## config.mk

```make
export PLATFORM = sky130hd
export DESIGN_NAME = rdfc_cfg_regs_flat
export DESIGN_NICKNAME = d
export VERILOG_FILES = /design/src/rtl/core/rdfc_pkg.sv /design/src/rtl/core/rdfc_if.sv /design/src/rtl/core/rdfc_cfg_regs.sv /design/src/flat_wrapper.sv
export SDC_FILE = /design/constraint.sdc
export NUM_CORES = 1
export LEC_CHECK = 0
export ABC_AREA = 0
export BUFFER_PORTS_ARGS = -buffer_cell sky130_fd_sc_hd__buf_2
export CAP_MARGIN = 20
export CORE_MARGIN = 2
export CORE_UTILIZATION = 47
export DETAILED_ROUTE_END_ITERATION = 6
export HOLD_SLACK_MARGIN = 0.05
export PLACE_DENSITY = 0.77
export RECOVER_POWER = 100
export SLEW_MARGIN = 40
export SYNTH_ARGS = -nofsm -noshare
export SYNTH_HDL_FRONTEND = slang
export SYNTH_SLANG_ARGS = --single-unit
```

## constraint.sdc

```tcl
create_clock -name clk -period 1.7 [get_ports clk]
set_input_delay 0.17 -clock clk [delete_from_list [all_inputs] [get_ports clk]]
set_output_delay 0.17 -clock clk [all_outputs]
set_load 0.01 [all_outputs]
```

## src/rtl/core/rdfc_pkg.sv

```systemverilog
// Package for the damped feedback comb: sizes, register codes, types and arithmetic helpers.
`default_nettype none

package rdfc_pkg;

  localparam int RING_DEPTH  = 4096;
  localparam int SAMPLE_BITS = 16;
  localparam int ADDR_W      = $clog2(RING_DEPTH);
  localparam int LEN_W       = $clog2(RING_DEPTH + 1);
  localparam int DLEN_W      = 13;
  localparam int GAIN_W      = 16;
  localparam int CFG_IDX_W   = 8;
  localparam int CFG_DATA_W  = 16;

  // Product width covers every Q1.15 * Q1.15 * sample term with headroom.
  localparam int PROD_W      = 2 * GAIN_W + SAMPLE_BITS + 4;
  localparam int RND_SHIFT   = 2 * (GAIN_W - 1);
  localparam int RND_W       = PROD_W - RND_SHIFT;
  localparam int SUM_W       = RND_W + 1;

  localparam logic [DLEN_W-1:0] DELAY_LENGTH_RST = DLEN_W'(1024);
  localparam logic [GAIN_W-1:0] GAIN_RST         = GAIN_W'(16384);

  typedef logic signed [SAMPLE_BITS-1:0] sample_t;
  typedef logic [GAIN_W-1:0]             gain_t;

  typedef enum logic [CFG_IDX_W-1:0] {
    CFG_DELAY_LENGTH = CFG_IDX_W'(0),
    CFG_WET_GAIN     = CFG_IDX_W'(1),
    CFG_MIX_GAIN     = CFG_IDX_W'(2),
    CFG_DECAY_GAIN   = CFG_IDX_W'(3),
    CFG_SMOOTH_GAIN  = CFG_IDX_W'(4)
  } cfg_idx_t;

  typedef struct packed {
    logic [DLEN_W-1:0] delay_length;
    gain_t             wet_gain;
    gain_t             mix_gain;
    gain_t             decay_gain;
    gain_t             smoothing_gain;
  } cfg_t;

  typedef enum logic [2:0] {
    ST_IDLE,
    ST_MUL1,
    ST_SUM,
    ST_MUL2,
    ST_WRITE
  } state_t;

  typedef struct packed {
    logic load;
    logic mul1;
    logic sum;
    logic mul2;
    logic commit;
  } cmd_t;

  typedef struct packed {
    logic out_blocked;
  } status_t;

  // Round half up, then drop the Q30 fraction.
  function automatic logic signed [RND_W-1:0] round_shift(input logic signed [PROD_W-1:0] v);
    logic signed [PROD_W-1:0] t;
    t = v + (PROD_W'(1) <<< (RND_SHIFT - 1));
    return $signed(t[PROD_W-1:RND_SHIFT]);
  endfunction

  function automatic sample_t saturate(input logic signed [SUM_W-1:0] v);
    logic signed [SUM_W-1:0] hi;
    logic signed [SUM_W-1:0] lo;
    hi = SUM_W'((2 ** (SAMPLE_BITS - 1)) - 1);
    lo = -hi - SUM_W'(1);
    if (v > hi) begin
      return hi[SAMPLE_BITS-1:0];
    end else if (v < lo) begin
      return lo[SAMPLE_BITS-1:0];
    end
    return v[SAMPLE_BITS-1:0];
  endfunction

endpackage

`default_nettype wire

```

## src/rtl/core/rdfc_if.sv

```systemverilog
// Channel interfaces of the comb: input samples, output samples and register writes.
`default_nettype none


interface rdfc_cfg_if
  import rdfc_pkg::*;
();
  logic                  valid;
  logic                  ready;
  logic [CFG_IDX_W-1:0]  addr;
  logic [CFG_DATA_W-1:0] data;

  modport source (output valid, output addr, output data, input ready);
  modport sink   (input valid, input addr, input data, output ready);
endinterface

`default_nettype wire

```

## src/rtl/core/rdfc_cfg_regs.sv

```systemverilog
// Configuration register bank of the comb.
`default_nettype none

module rdfc_cfg_regs
  import rdfc_pkg::*;
(
  input  logic            clk,
  input  logic            rst_n,
  rdfc_cfg_if.sink        cfg_ch,
  output cfg_t            cfg
);

  cfg_t cfg_r;

  assign cfg_ch.ready = 1'b1;

  always_ff @(posedge clk) begin
    if (!rst_n) begin
      cfg_r.delay_length   <= DELAY_LENGTH_RST;
      cfg_r.wet_gain       <= GAIN_RST;
      cfg_r.mix_gain       <= GAIN_RST;
      cfg_r.decay_gain     <= GAIN_RST;
      cfg_r.smoothing_gain <= GAIN_RST;
    end else if (cfg_ch.valid) begin
      case (cfg_ch.addr)
        CFG_DELAY_LENGTH: cfg_r.delay_length   <= cfg_ch.data[DLEN_W-1:0];
        CFG_WET_GAIN:     cfg_r.wet_gain       <= cfg_ch.data[GAIN_W-1:0];
        CFG_MIX_GAIN:     cfg_r.mix_gain       <= cfg_ch.data[GAIN_W-1:0];
        CFG_DECAY_GAIN:   cfg_r.decay_gain     <= cfg_ch.data[GAIN_W-1:0];
        CFG_SMOOTH_GAIN:  cfg_r.smoothing_gain <= cfg_ch.data[GAIN_W-1:0];
        default: ;
      endcase
    end
  end

  assign cfg = cfg_r;

endmodule

`default_nettype wire

```

## src/flat_wrapper.sv

```systemverilog
// flat-port wrapper written by rule: the top's interface ports become plain ports
module rdfc_cfg_regs_flat import rdfc_pkg::*;
  (clk, rst_n, cfg, cfg_ch_valid, cfg_ch_addr, cfg_ch_data, cfg_ch_ready);
  rdfc_cfg_if cfg_ch_i ();
  input  logic clk;
  input  logic rst_n;
  output cfg_t cfg;
  input wire logic [$bits(cfg_ch_i.valid)-1:0] cfg_ch_valid;
  input wire logic [$bits(cfg_ch_i.addr)-1:0] cfg_ch_addr;
  input wire logic [$bits(cfg_ch_i.data)-1:0] cfg_ch_data;
  output wire logic [$bits(cfg_ch_i.ready)-1:0] cfg_ch_ready;
  assign cfg_ch_i.valid = cfg_ch_valid;
  assign cfg_ch_i.addr = cfg_ch_addr;
  assign cfg_ch_i.data = cfg_ch_data;
  assign cfg_ch_ready = cfg_ch_i.ready;
  rdfc_cfg_regs u_core (.clk(clk), .rst_n(rst_n), .cfg_ch(cfg_ch_i), .cfg(cfg));
endmodule
```

# Word-level counts from Yosys, hierarchy flattened
# Index checks and enable logic that the tools add are counted.
word_totals:
  reg_bits: 77
  input_bits: 27
  output_inout_bits: 78
op_classes:
  n_eq_ne: 4
  reduce_logical: 6
ops:
  columns: ["operator", "n"]
  rows:
  - ["$eq 8x2->1 const B", 2]
  - ["$reduce_and 2->1", 5]
  - ["$eq 8x1->1 const B", 1]
  - ["$eq 8x3->1 const B", 1]
  - ["$logic_not 8->1", 1]

# Depth between registers and ports, before layout
logic_depth:
  ltp_word: 2
  depth_mapped: 5
  depth_no_buf: 3

# Least setup slack after synthesis
# Ideal clock, no wire load.
synth_timing:
  path_type: "input to register"
  startpoint: "in cfg_ch_addr[5]"
  endpoint: "reg u_core.cfg_r, in the netlist u_core.cfg[14]"
  setup_time_ps: 126
  arrival_ps: 1216
  required_time_ps: 1574
  setup_slack_ps: 358
  stages: 4
  cell_sequence: "nor4_4 nand4_2 buf_6 mux2i_1"
synth_between:
  elab_chain_len: 2
synth_lines:
  columns: ["item", "line_no", "rtl"]
  rows:
  - ["start, declared", "flat_wrapper.sv:9", "input wire logic [$bits(cfg_ch_i.addr)-1:0] cfg_ch_addr;"]
  - ["$eq 8x3->1", "rdfc_cfg_regs.sv:25", "case (cfg_ch.addr)"]
  - ["$reduce_and 2->1 (no source line)", null, null]
  - ["end, declared", "rdfc_cfg_regs.sv:13", "cfg_t cfg_r;"]
# No other way between the ends.
# A chain may end at the register's enable or synchronous reset.

# Worst setup path in the final report
layout_timing:
  startpoint: "in cfg_ch_addr[5]"
  endpoint: "reg u_core.cfg_r, in the netlist u_core.cfg[43]"
layout_between:
  elab_chain_len: 2
layout_lines:
  columns: ["item", "line_no"]
  rows:
  - ["$eq 8x2->1", "rdfc_cfg_regs.sv:25"]
  - ["$reduce_and 2->1 (no source line)", null]
# No other way between the ends.

==> run summary <==
Synth Area in Adders = 0%
share of cell area taken by muxes after synthesis = 26.6%
Pre-Repair DR Iteration Count = 4
highest fanout seen on the critical path = 8
Worst IR Drop VDD = 0.000436 V
global-route usage over all layers = 20.4%
total half-perimeter wirelength after legalization and detailed placement = 4.54 mm
depth of the most critical reg-to-reg path = 2
sum of overflow across all layers after global routing = 0
clock tree from TritonCTS = done
share of the clock period used by the worst path after layout = 74.3%
CTS hold repair buffers = 0
Vias per Instance = 4.84
worst hold-check slack = 0.126 ns
number of diodes added for antenna fixing = 0
Crit Path Category = in2reg
synth unique cells = 18
ANT nets after route = 0
postcts setup bufs = 0
routability congestion estimate = 0.741
portion of the post-synthesis area used by sequential elements = 54.0%
remaining max-slew budget at the tightest pin = 53.6%
min cycle time layout = 1.26 ns
final routed wirelength across all metal layers = 6.44 mm
path category of the worst min-delay check = in2reg
per-cell routed wire length = 14.0 µm
wire length of the first global-routing pass = 10.3 mm
initial cell density of the core = 48.5%
sort of element at the start of the critical path = input pin
Data arrival, critical path = 1.47 ns
Power Density = 937 mW/mm²
1st-iter DRT viols = 86
worst setup path endpoint = u_core.cfg[43]$_SDFFE_PN0P_
net total in the final layout = 408
flip-flop count of the largest register, all copies and words added = 77
layout-stage area growth over the synthesis result = 23.5%
Hold Fails Final Rpt = 0
number of clock sinks = 77
total CTS buffers = 9
via count of the first global-routing pass = 2,177
result of the run = finished clean
synthesized-area fraction occupied by xor and xnor cells = 0%
worst reg2reg startpoint = u_core.cfg[75]$_SDFFE_PN0P_
required time worst endpoint = 1.91 ns
Core Rows = 28
maximum root-to-sink buffer count = 2
r2r endpoint = u_core.cfg[75]$_SDFFE_PN0P_
unrepaired setup endpoints after global routing = no
CTS resizes = 0
post-route core utilization = 59.9%
actual transition at the worst max-transition pin = 0.696 ns
num ports = 105
setup-violating endpoint count in the final report = 0
endpoint type of the worst setup path = register
height of the chip = 82.0 µm
setup slack of the worst register-to-register path = 1.06 ns
Port Buffers = 103
cell area after technology mapping = 0.00286 mm²
Clk Latency, worst-skew pair = 0.34 ns
min setup slack post-route = 0.438 ns
clock tree root buffer cell = sky130_fd_sc_hd__clkbuf_8
clock edge transition at the registers on the reported setup and hold paths = 0.08 ns
power after layout = 0.00330 W
placeable core area = 0.00589 mm²
CP startpoint = cfg_ch_addr[5]
maximum clock skew at final layout = 0 ns
Die Width = 82.0 µm
number of synthesized register bits = 77
pre-CTS setup slack = 0.284 ns
maximum number of pins on one net before global-route repair = 52
count of pins over their slew limit = 0
Lkg Pwr = 1.82 nW
main combinational cell family by area after synthesis = multiplexers
syn_area_per_cell = 10.3 µm²
Compound-Gate Fraction of Synth Area = 0.613%
fraction of final layout cells sized beyond drive strength 1 = 12.4%
via count of the routed design = 2,230
max_cap viols = 0
area enclosed by the die boundary = 0.00672 mm²
antenna violations before repair = 0
number of warning messages in the yosys log = 0
total number of H-tree levels = 3
Post-Synthesis Cells = 276
Residual DRC = 0
FMAX = 792 MHz
fraction of the mapped netlist area in simple logic gates = 15.3%
Net Count, Synth = 303
setup tns final = 0 ns
placed cells by master (no fill, tap or decap):
cell type,instances
sky130_fd_sc_hd__nor2_1,6
sky130_fd_sc_hd__dfxtp_1,77
sky130_fd_sc_hd__inv_6,1
sky130_fd_sc_hd__nor2b_1,1
sky130_fd_sc_hd__inv_1,1
sky130_fd_sc_hd__buf_12,1
sky130_fd_sc_hd__nand3_1,1
sky130_fd_sc_hd__nand4_1,1
sky130_fd_sc_hd__clkbuf_2,3
sky130_fd_sc_hd__clkbuf_8,10
sky130_fd_sc_hd__nand2_1,87
sky130_fd_sc_hd__nor4_4,1
sky130_fd_sc_hd__nor3b_2,1
sky130_fd_sc_hd__mux2i_1,76
sky130_fd_sc_hd__clkinv_2,1
sky130_fd_sc_hd__buf_4,1
sky130_fd_sc_hd__nand4_2,1
sky130_fd_sc_hd__buf_2,25
sky130_fd_sc_hd__a21o_1,1
sky130_fd_sc_hd__a41o_1,1
sky130_fd_sc_hd__clkinvlp_4,2
sky130_fd_sc_hd__bufinv_16,1
sky130_fd_sc_hd__nand4b_1,2
sky130_fd_sc_hd__clkbuf_1,83
sky130_fd_sc_hd__conb_1,1
synthesized netlist by cell type:
master	n	area, µm²
sky130_fd_sc_hd__nand3_1	1	5.00
sky130_fd_sc_hd__mux2i_1	76	761
sky130_fd_sc_hd__a21o_1	1	7.51
sky130_fd_sc_hd__nor2_1	6	22.5
sky130_fd_sc_hd__nor3b_2	1	12.5
sky130_fd_sc_hd__inv_1	1	3.75
sky130_fd_sc_hd__nand2_1	87	327
sky130_fd_sc_hd__buf_4	1	7.51
sky130_fd_sc_hd__nand4b_1	2	17.5
sky130_fd_sc_hd__nor2b_1	1	6.26
sky130_fd_sc_hd__buf_6	2	22.5
sky130_fd_sc_hd__clkbuf_1	10	37.5
sky130_fd_sc_hd__nand4_2	2	25.0
sky130_fd_sc_hd__nor4_4	1	21.3
sky130_fd_sc_hd__a41o_1	1	10.0
sky130_fd_sc_hd__conb_1	1	3.75
sky130_fd_sc_hd__buf_2	5	25.0
sky130_fd_sc_hd__dfxtp_1	77	1540
kinds of logic (layout without fill, tap and decap cells):
family	Yosys count	in the layout
AND/OR/NAND/NOR	101	101
flip-flops	77	77
multiplexers	76	76
buffers and inverters	19	129
AO/OA/AOI/OAI	2	2
other	1	1
layout make-up:
type                    instances  area [µm²]
flip-flops and latches         77        1540
repair buffers                112         475
multi-input cells             180        1210
clock buffers                  11         141
well taps                      75        93.8
inverters                       1        3.75
fillers                       576        2360
clock inverters                 5        58.8
worst max-delay path: stages:
cell and delay [ns]:
sky130_fd_sc_hd__clkbuf_1 0.10, sky130_fd_sc_hd__nor4_4 0.42, sky130_fd_sc_hd__nand4b_1 0.21, sky130_fd_sc_hd__clkbuf_1 0.36, sky130_fd_sc_hd__mux2i_1 0.20
where the power goes:
| part | switching (W) | internal [W] |
|---|---|---|
| sequential | 0.00000120 | 0.00180 |
| combinational | 0.0000829 | 0.0000439 |
| clock | 0.000651 | 0.000721 |
| total | 0.000735 | 0.00257 |
per-stage QoR:
| step | instance area [µm²] | std cells |
|---|---|---|
| after global placement | 3450 | 445 |
| after floorplan | 2860 | 276 |
| final | 3530 | 461 |
| after detailed placement | 3450 | 445 |
| after CTS | 3650 | 461 |
| after global routing | 3530 | 461 |
worst min-delay path by stage:
stage | end | startpoint | slack, ns | cells after the start
6_report | u_core.cfg[62]$_SDFFE_PN1P_ | cfg_ch_data[14] | 0.13 | 3
5_1_grt | u_core.cfg[30]$_SDFFE_PN1P_ | cfg_ch_data[14] | 0.17 | 3
4_1_cts | u_core.cfg[62]$_SDFFE_PN1P_ | cfg_ch_data[14] | 0.11 | 3
3_5_place_dp | u_core.cfg[4]$_SDFFE_PN0P_ | u_core.cfg[4]$_SDFFE_PN0P_ | 0.45 | 2
3_3_place_gp | u_core.cfg[53]$_SDFFE_PN0P_ | u_core.cfg[53]$_SDFFE_PN0P_ | 0.44 | 2
2_1_floorplan | u_core.cfg[14]$_SDFFE_PN1P_ | cfg_ch_data[14] | 0.36 | 2
metal layers:
layer / up-vias / GRT usage, % / routed length [µm]
li1: 1120 / - / -
met2: 59 / 34.0 / 3160
met5: - / 0 / 0
met1: 1042 / 24.9 / 2810
met3: 9 / 4.73 / 371
met4: 0 / 9.50 / 99
Power figures use the tool's default switching activity.
