==> src/rtl/core/rdfc_pkg.sv <==
// Package for the damped feedback comb: sizes, register codes, types and arithmetic helpers.
`default_nettype none

package rdfc_pkg;

  localparam int RING_DEPTH  = 4096;
  localparam int SAMPLE_BITS = 16;
  localparam int ADDR_W      = $clog2(RING_DEPTH);
  localparam int LEN_W       = $clog2(RING_DEPTH + 1);
  localparam int DLEN_W      = 13;
  localparam int GAIN_W      = 16;
  localparam int CFG_IDX_W   = 8;
  localparam int CFG_DATA_W  = 16;

  // Product width covers every Q1.15 * Q1.15 * sample term with headroom.
  localparam int PROD_W      = 2 * GAIN_W + SAMPLE_BITS + 4;
  localparam int RND_SHIFT   = 2 * (GAIN_W - 1);
  localparam int RND_W       = PROD_W - RND_SHIFT;
  localparam int SUM_W       = RND_W + 1;

  localparam logic [DLEN_W-1:0] DELAY_LENGTH_RST = DLEN_W'(1024);
  localparam logic [GAIN_W-1:0] GAIN_RST         = GAIN_W'(16384);

  typedef logic signed [SAMPLE_BITS-1:0] sample_t;
  typedef logic [GAIN_W-1:0]             gain_t;

  typedef enum logic [CFG_IDX_W-1:0] {
    CFG_DELAY_LENGTH = CFG_IDX_W'(0),
    CFG_WET_GAIN     = CFG_IDX_W'(1),
    CFG_MIX_GAIN     = CFG_IDX_W'(2),
    CFG_DECAY_GAIN   = CFG_IDX_W'(3),
    CFG_SMOOTH_GAIN  = CFG_IDX_W'(4)
  } cfg_idx_t;

  typedef struct packed {
    logic [DLEN_W-1:0] delay_length;
    gain_t             wet_gain;
    gain_t             mix_gain;
    gain_t             decay_gain;
    gain_t             smoothing_gain;
  } cfg_t;

  typedef enum logic [2:0] {
    ST_IDLE,
    ST_MUL1,
    ST_SUM,
    ST_MUL2,
    ST_WRITE
  } state_t;

  typedef struct packed {
    logic load;
    logic mul1;
    logic sum;
    logic mul2;
    logic commit;
  } cmd_t;

  typedef struct packed {
    logic out_blocked;
  } status_t;

  // Round half up, then drop the Q30 fraction.
  function automatic logic signed [RND_W-1:0] round_shift(input logic signed [PROD_W-1:0] v);
    logic signed [PROD_W-1:0] t;
    t = v + (PROD_W'(1) <<< (RND_SHIFT - 1));
    return $signed(t[PROD_W-1:RND_SHIFT]);
  endfunction

  function automatic sample_t saturate(input logic signed [SUM_W-1:0] v);
    logic signed [SUM_W-1:0] hi;
    logic signed [SUM_W-1:0] lo;
    hi = SUM_W'((2 ** (SAMPLE_BITS - 1)) - 1);
    lo = -hi - SUM_W'(1);
    if (v > hi) begin
      return hi[SAMPLE_BITS-1:0];
    end else if (v < lo) begin
      return lo[SAMPLE_BITS-1:0];
    end
    return v[SAMPLE_BITS-1:0];
  endfunction

endpackage

`default_nettype wire

==> src/rtl/core/rdfc_ctrl.sv <==
// Sequencing state machine of the comb.
`default_nettype none

module rdfc_ctrl
  import rdfc_pkg::*;
(
  input  logic    clk,
  input  logic    rst_n,
  input  logic    in_valid,
  output logic    in_ready,
  input  status_t status,
  output cmd_t    cmd
);

  state_t state_r;
  state_t state_nxt;

  always_ff @(posedge clk) begin
    if (!rst_n) begin
      state_r <= ST_IDLE;
    end else begin
      state_r <= state_nxt;
    end
  end

  always_comb begin
    state_nxt = state_r;
    cmd       = '0;
    in_ready  = 1'b0;
    case (state_r)
      ST_IDLE: begin
        in_ready = 1'b1;
        if (in_valid) begin
          cmd.load  = 1'b1;
          state_nxt = ST_MUL1;
        end
      end
      ST_MUL1: begin
        cmd.mul1  = 1'b1;
        state_nxt = ST_SUM;
      end
      ST_SUM: begin
        cmd.sum   = 1'b1;
        state_nxt = ST_MUL2;
      end
      ST_MUL2: begin
        cmd.mul2  = 1'b1;
        state_nxt = ST_WRITE;
      end
      ST_WRITE: begin
        // Hold the finished item until the output register is free.
        if (!status.out_blocked) begin
          cmd.commit = 1'b1;
          state_nxt  = ST_IDLE;
        end
      end
      default: begin
        state_nxt = ST_IDLE;
      end
    endcase
  end

endmodule

`default_nettype wire

==> config.mk <==
export PLATFORM = sky130hd
export DESIGN_NAME = rdfc_ctrl
export DESIGN_NICKNAME = d
export VERILOG_FILES = /design/src/rtl/core/rdfc_pkg.sv /design/src/rtl/core/rdfc_ctrl.sv
export SDC_FILE = /design/constraint.sdc
export NUM_CORES = 1
export LEC_CHECK = 0
export ABC_AREA = 1
export BUFFER_PORTS_ARGS = -buffer_cell sky130_fd_sc_hd__buf_2
export CORE_AREA = 8 8 45 47
export DETAILED_ROUTE_END_ITERATION = 12
export DIE_AREA = 0 0 53 55
export GPL_TIMING_DRIVEN = 0
export PLACE_DENSITY = 0.31
export SYNTH_ARGS = -nofsm -noshare
export SYNTH_HDL_FRONTEND = slang
export SYNTH_SLANG_ARGS = --single-unit
==> constraint.sdc <==
create_clock -name clk -period 2.4 [get_ports clk]
set_clock_uncertainty 0.05 [all_clocks]
set_input_delay 0.36 -clock clk [delete_from_list [all_inputs] [get_ports clk]]
set_output_delay 0.36 -clock clk [all_outputs]
set_load 0.005 [all_outputs]
# Yosys cells after proc, flatten, opt, wreduce, memory -nomap -nowiden
# Index checks and enable logic that the tools add are counted.
# word_totals
word_cells	20
input_bits	4
out_inout_bits	6
regBits	3
# op_classes
n_eq_ne	6
muxes	11
reduce_logical	2
# ops
cell	count
$pmux 3 s5	1
$mux 1	8
$eq 3x2->1 const B	2
$mux 3	2
$ne 2x2->1 const B	2
$eq 3x1->1 const B	1
$eq 3x3->1 const B	1
$logic_not 3->1	1
$reduce_and 2->1	1

# Logic depth before layout (Yosys ltp)
# Gate-level depths: netlist (run 1).
# depth
depth_word	3
depth_mapped	4
mapped_depth_nobuf	4

# Worst setup path after synthesis (run 1)
# OpenSTA, ideal clock, no wires.
# synth_timing
path_kind	register to output
start	register state_r[2]
end	output cmd[0] (netlist bit)
required_ns	1.990
path_buffers	0
setup_slack_ns	1.290
stages_incl_launch_ff	3
arrival_ns	0.700
path_cell_list	dfxtp_1 -> inv_2 -> nor4_1
# synth_rtl
item	line_no	rtl
from (decl)	rdfc_ctrl.sv:15	state_t state_r;
from (signal assigned)	rdfc_ctrl.sv:22	state_r <= state_nxt;
to (decl)	rdfc_ctrl.sv:12	output cmd_t cmd

==> reports/qor.yml, run 1 <==
setup_tns_ns: 0
synthToLayoutAreaGrowth_pct: 59.35
finalHoldViolCount: 0
die_y_um: 55
crit_chain: "inv_2, nor4_1, buf_2"
fp-row-count: 14
min_to: "state_r[1]"
synth_cell_type_count: 11
crit_path_max_fanout: 5
setup_viol: 0
synthCells: 23
ios: 10
max_freq_mhz: 674.0
crit_path_start_kind: "flip-flop"
dr_total_vias: 193
wl_per_cell_um: 8.654
ys_async_sr_fraction_pct: 0
drt_first_pass_iters: 3
syn_area_per_cell_um2: 6.691
whs_path_depth: 2
cts_tree: "yes"
status: "complete, no violations"
crit_path_end_kind: "primary output"
drive_gt1_share_pct: 38.89
reg2reg_slack_ns: 1.47
combinationalPowerShare_pct: 20.9
final_max_slew_viol_count: 0
num_antenna_cells: 0
worst_pin_slew_ns: 0.2329
clk_pin_slew_ns: 0.04
start_util_pct: 11.12
yosysWarnings: 0
syn_area_um2: 153.9
top_regs: "state_r x3"
pwr-share-seq_pct: 33.9
total_power_mw: 0.1902
slowest_delay_ns: 0.39
cts.htree.levels: 1
max-clock-path-buffers: 2
cp_data_required_time_ns: 1.99
ant_nets: 0
ys_ff_latch: 3
drtIter0Drc: 2
cts_made_buffers: 3
cell_internal_pwr_mw: 0.1375
overflow: 0
die_x_um: 53
p_per_area_nw_per_um2: 775.6
fillerInstances: 174
clock_latency_ns: 0.23
crit_arrival_ns: 1.07
r2r-end: "state_r[1]"
pwr-share-clk_pct: 45.2
gp_congestion: 0.6152
cts_sinks: 3
yosys.area.top_type: "dfxtp_1"
synth_area_leaders: "dfxtp_1, nand3_1, inv_1"
synthTopCellsByCount: "inv_1, nand3_1, dfxtp_1, nor2_1"
seq_area_frac_synth_pct: 39.02
hold_path_class: "primary input to flip-flop"
regMostFlops: "state_r"
nets: 41
drt-total-wl_um: 450
grt_setup_unrepaired: "false"
grt_pass1_wl_um: 772
grt_max_degree: 8
hp-start: "rst_n"
cp_slowest_cell: "dfxtp_1"
synth_top_cell_area_share_pct: 39.02
vdd_drop_max_v: 0.0002025
min_period_over_period_pct: 61.82
grt_pass1_vias: 203
vias_per_cell: 3.712
drv_cap: 0
post_cts_buffers: 0
path_class: "flip-flop to primary output"
slew_headroom_pct: 84.33
grt_use_total_pct: 3.712
fin_crit_ns: 1.484
synth-edff-count: 0
largest_reg_flops: 3
antenna_found_initial: 0
reg2reg_depth: 4
sw_frac_of_total_pct: 27.72
synth_ff_type: "dfxtp_1"
cts-root-buf: "clkbuf_4"
ctsHoldBuffers: 0
synth.net_count: 27
p_leak_nw: 0.1358
drc: 0
dieArea_um2: 2915
reg2reg_from: "state_r[0]"
cts.repair.resized: 0
dp_hpwl_um: 373
port_buffers: 9
fp.coreArea_um2: 1384
net-switching-power_mw: 0.05272
-- cells in the final DEF (no fill, tap or decap) --
cell type	instances
nor2_1	3
nor2_2	1
nand2_1	2
nand3_1	4
nor4_1	2
a21oi_1	1
buf_2	9
dfxtp_1	3
clkbuf_1	1
clkbuf_4	3
o21a_1	1
inv_1	4
inv_2	1
nor3_1	1
-- stage by stage --
stage / cells / hold slack, ns / cell area [um2] / util, % / worst slack (ns)
final: 52 / 0.3025 / 245.2 / 17.72 / 0.9164
after global routing: 52 / 0.3187 / 245.2 / 17.72 / 0.7979
after CTS: 52 / 0.2980 / 245.2 / 17.72 / 0.8969
after detailed placement: 48 / 0.5208 / 219.0 / 15.82 / 1.157
after global placement: 48 / 0.5249 / 219.0 / 15.82 / 1.147
after floorplan: 23 / 0.4275 / 153.9 / - / 1.290
-- worst max-delay path: cells and delay by family, from the launching register on --
| kind | cells | cell delay, ns |
|---|---|---|
| flops | 1 | 0.39 |
| buf+inv | 2 | 0.24 |
| simple gates | 1 | 0.22 |
-- logic make-up (layout without fill, tap and decap cells) --
group | Yosys count | after routing | share of synthesized area, %
AO/OA/AOI/OAI | 2 | 2 | 8.129
AND/OR/NAND/NOR | 13 | 13 | 40.65
flip-flops | 3 | 3 | 39.03
buffers and inverters | 5 | 18 | 12.19
-- worst max path at each step --
stage / start / endpoint / slack (ns)
floorplan: state_r[2] / cmd[0] / 1.29
global placement: state_r[2] / cmd[0] / 1.15
detailed placement: state_r[2] / cmd[0] / 1.16
CTS: state_r[2] / cmd[0] / 0.90
global route: state_r[2] / cmd[0] / 0.80
finish: state_r[2] / cmd[0] / 0.92
-- layout make-up --
type                    count  area, um2  share of cell area [%]
clock buffers               4      26.28                   10.71
inverters                   5      18.77                   7.653
multi-input cells          15      75.07                   30.61
flip-flops and latches      3      60.06                   24.49
well taps                  16      20.02                   8.163
repair buffers              9      45.04                   18.37
-- per-layer routing --
metal | track usage [%] | part of all wire [%] | vias up
met5 | 0 | 0 | -
met4 | 2.586 | 0 | 0
met3 | 3.476 | 17 | 0
met2 | 4.688 | 43 | 7
met1 | 3.788 | 40 | 84
li1 | - | - | 102
-- power groups by stage --
stage	clock, mW	combinational, mW	sequential, mW
floorplan	0	0.0231	0.0633
global placement	0	0.0408	0.0651
detailed placement	0	0.0407	0.0652
CTS	0.0911	0.0412	0.0645
global route	0.0947	0.0464	0.0664
finish	0.0859	0.0398	0.0645
No activity file was read; power rests on OpenSTA's default activity.
==> inputs of run 2 (changes only) <==
--- a/config.mk
+++ b/config.mk
@@ -5,7 +5,7 @@
 export SDC_FILE = /design/constraint.sdc
 export NUM_CORES = 1
 export LEC_CHECK = 0
-export ABC_AREA = 1
+export ABC_AREA = 0
 export BUFFER_PORTS_ARGS = -buffer_cell sky130_fd_sc_hd__buf_2
 export CORE_AREA = 8 8 45 47
 export DETAILED_ROUTE_END_ITERATION = 12
==> constraint.sdc (replaced) <==
create_clock -name clk -period 1.4 [get_ports clk]
set_clock_uncertainty 0.05 [all_clocks]
set_input_delay 0.21 -clock clk [delete_from_list [all_inputs] [get_ports clk]]
set_output_delay 0.21 -clock clk [all_outputs]
set_load 0.005 [all_outputs]
==> run 2 against run 1 <==
The flow now finishes with violations (setup timing). Sequential cell count unchanged. Routed wire length up 11%. Sequential share of layout area down 0.23 points. Total power up 70%. Clock-buffer cell count unchanged. Hold slack worse by 0.13 ns. Global-route usage up 0.11 points. Die area unchanged. Final cell count down 5.8%. Area after synthesis unchanged. Non-clock buffer count up 4. Combinational power up 76%. Largest cell class unchanged.
==> reports/qor.yml, run 2 <==
synth_ff_type: "dfxtp_1"  # unchanged
num_antenna_cells: 0  # unchanged
top_regs: "state_r x3"  # unchanged
worst_pin_slew_ns: 0.1746  # was 0.2329 ns
crit_family: "simple AND/OR/NAND/NOR gates"  # was flip-flops
min_period_over_period_pct: 101.9
cp_slowest_cell: "or3b_4"  # was dfxtp_1
ant_nets: 0  # unchanged
crit_path_start_kind: "flip-flop"  # unchanged
vdd_drop_max_v: 0.0002805  # was 0.0002025 V
p_per_area_nw_per_um2: 1102  # was 775.6 nW/um2
synth_top_cell_area_share_pct: 39.02  # unchanged
gp_congestion: 0.6311  # was 0.6152
clock_latency_ns: 0.23  # about the same
port_buffers: 9  # unchanged
hold_path_class: "primary input to flip-flop"  # unchanged
layout_setup_ws_ns: -0.02659  # was 0.9164 ns
fin_crit_ns: 1.427
fp.coreArea_um2: 1384  # unchanged
ys_async_sr_fraction_pct: 0  # unchanged
synth_fa_ha_area_share_pct: 0  # unchanged
finalHoldViolCount: 0  # unchanged
path_class: "flip-flop to primary output"  # unchanged
max-clock-path-buffers: 2  # unchanged
total_power_mw: 0.3241  # was 0.1902 mW
cts_tree: "yes"  # unchanged
seq_area_frac_synth_pct: 39.02  # unchanged
ys_ff_latch: 3  # unchanged
overflow: 0  # unchanged
setup_viol: 1  # was 0
critical_path.n_buffers_inverters: 1  # was 2
synth_compound_area_share_pct: 13.01  # was 8.130%
synthCells: 16  # was 23
layout_common_cells: "buf_2, buf_4, nor3b_1, clkbuf_4, dfxtp_4"  # was buf_2, inv_1, nand3_1
use_met3_pct: 2.674  # was 3.476%
dieArea_um2: 2915  # unchanged
grt_pass1_vias: 201  # was 203
setup_tns_ns: -0.02659  # was 0 ns
drive_gt1_share_pct: 69.70  # was 38.89%
cts.htree.levels: 1  # unchanged
nets: 38  # was 41
crit_path_end_kind: "primary output"  # unchanged
status: "complete, but fails checks"  # was complete, no violations
place_area_um2: 219.0  # unchanged
fp-row-count: 14  # unchanged
crit_chain: "or3b_4, nor2_1, buf_2"  # was inv_2, nor4_1, buf_2
ctsHoldBuffers: 0  # unchanged
p_leak_nw: 0.1351  # was 0.1358 nW
cts-root-buf: "clkbuf_4"  # unchanged
top_usage_layer: "met2"  # unchanged
final_area_um2: 294.0  # was 245.2 um2
synth-edff-count: 0  # unchanged
synth.net_count: 20  # was 27
grt.met2_usage_pct: 6.055  # was 4.688%
cp_data_required_time_ns: 1.14  # was 1.99 ns
cts_sinks: 3  # unchanged
slowest_delay_ns: 0.38  # was 0.39 ns
die_x_um: 53  # unchanged
final_max_slew_viol_count: 0  # unchanged
synthSimpleGateAreaFrac_pct: 42.28  # was 40.65%
drtIter0Drc: 7  # was 2
grt_pass1_wl_um: 779  # was 772 um
grt_use_total_pct: 3.821  # was 3.712%
drt_first_pass_iters: 3  # unchanged
final_common_cell: "buf_2"  # unchanged
yosysWarnings: 0  # unchanged
hold_ws_ns: 0.1761  # was 0.3025 ns
dr_total_vias: 183  # was 193
vias_per_cell: 3.735  # was 3.712
synth.mux.area_fraction_pct: 0  # unchanged
grt_max_degree: 8  # unchanged
synth_area_leaders: "dfxtp_1, nor3b_1, o2bb2ai_2"  # was dfxtp_1, nand3_1, inv_1
slew_headroom_pct: 88.33  # was 84.33%
clk_pin_slew_ns: 0.04  # about the same
antenna_found_initial: 0  # unchanged
grt_setup_unrepaired: "true"  # was false
use_met1_pct: 3.485  # was 3.788%
synth_top_family_by_area: "simple AND/OR/NAND/NOR gates"  # unchanged
syn_area_per_cell_um2: 9.619  # was 6.691 um2
largest_reg_flops: 3  # unchanged
crit_arrival_ns: 1.17  # was 1.07 ns
synth_cell_type_count: 11  # unchanged
drt-total-wl_um: 500  # was 450 um
crit_path_max_fanout: 4  # was 5
violations: "setup timing"
ios: 10  # unchanged
regMostFlops: "state_r"  # unchanged
synthToLayoutAreaGrowth_pct: 91.06  # was 59.35%
cts_made_buffers: 3  # unchanged
drv_cap: 0  # unchanged
yosys.area.top_type: "dfxtp_1"  # unchanged
synthTopCellsByCount: "dfxtp_1, nor3b_1, nor3_1"  # was inv_1, nand3_1, dfxtp_1, nor2_1
syn_area_um2: 153.9  # unchanged
die_y_um: 55  # unchanged
wl_per_cell_um: 10.20  # was 8.654 um
max_freq_mhz: 701.0
start_util_pct: 11.12  # unchanged
drc: 0  # unchanged
synth-xor-area-share_pct: 5.691  # was 0%
==> run 2: changes by cell type in the layout (fill, tap and decap cells not counted), sizes merged, moves of 2 or more <==
cell | before | now
nor3b | 0 | 3
nor2 | 4 | 1
inv | 5 | 0
buf | 9 | 13
nor4 | 2 | 0
nand3 | 4 | 0
==> run 2: report_power, final <==
group / internal [mW] / switching, mW / leakage [nW]
Sequential: 0.0935 / 0.00866 / 0.0267
Combinational: 0.0402 / 0.0299 / 0.0934
Clock: 0.107 / 0.0450 / 0.0150
Total: 0.240 / 0.0836 / 0.135
==> run 2: path summary, 6_finish.rpt <==
path | startpoint | to | slack (ns) | cells after the start
hold reg to reg | state_r[0] | state_r[0] | 0.42 | 1
setup reg to reg | state_r[2] | state_r[2] | 0.29 | 3
setup / recovery | state_r[2] | cmd[0] | -0.03 | 3
hold / removal | rst_n | state_r[2] | 0.18 | 2
==> run 2: final cells by class <==
| type | instances | area [um2] |
|---|---|---|
| well taps | 16 | 20.02 |
| fillers | 169 | 1090 |
| flip-flops and latches | 3 | 71.32 |
| repair buffers | 13 | 75.07 |
| clock buffers | 4 | 26.28 |
| multi-input cells | 13 | 101.3 |
==> run 2: stage by stage <==
step / worst slack (ns) / std cells / util [%]
6_report: -0.02659 / 49 / 21.25
5_1_grt: -0.07294 / 49 / 21.25
4_1_cts: -0.04487 / 49 / 20.89
3_5_place_dp: 0.1277 / 41 / 15.82
3_3_place_gp: 0.1096 / 41 / 15.82
2_1_floorplan: 0.2575 / 16 / -
==> run 2: repair_timing <==
| item | CTS | global route |
|---|---|---|
| setup buffers | 4 | 0 |
| cloned | 0 | 0 |
| setup endpoints to repair | 1 | 2 |
| resized for setup | 7 | 1 |
| pin swaps | 2 | 1 |
==> run 2: cells by family after synthesis <==
logic type | count (synthesis)
compound gates | 2
flops | 3
simple gates | 10
xor+xnor | 1
==> run 2: metal layers <==
metal	wire length (um)	part of all wire [%]
met4	0	0
met1	199	40
met5	0	0
met3	48	9.6
met2	251	50
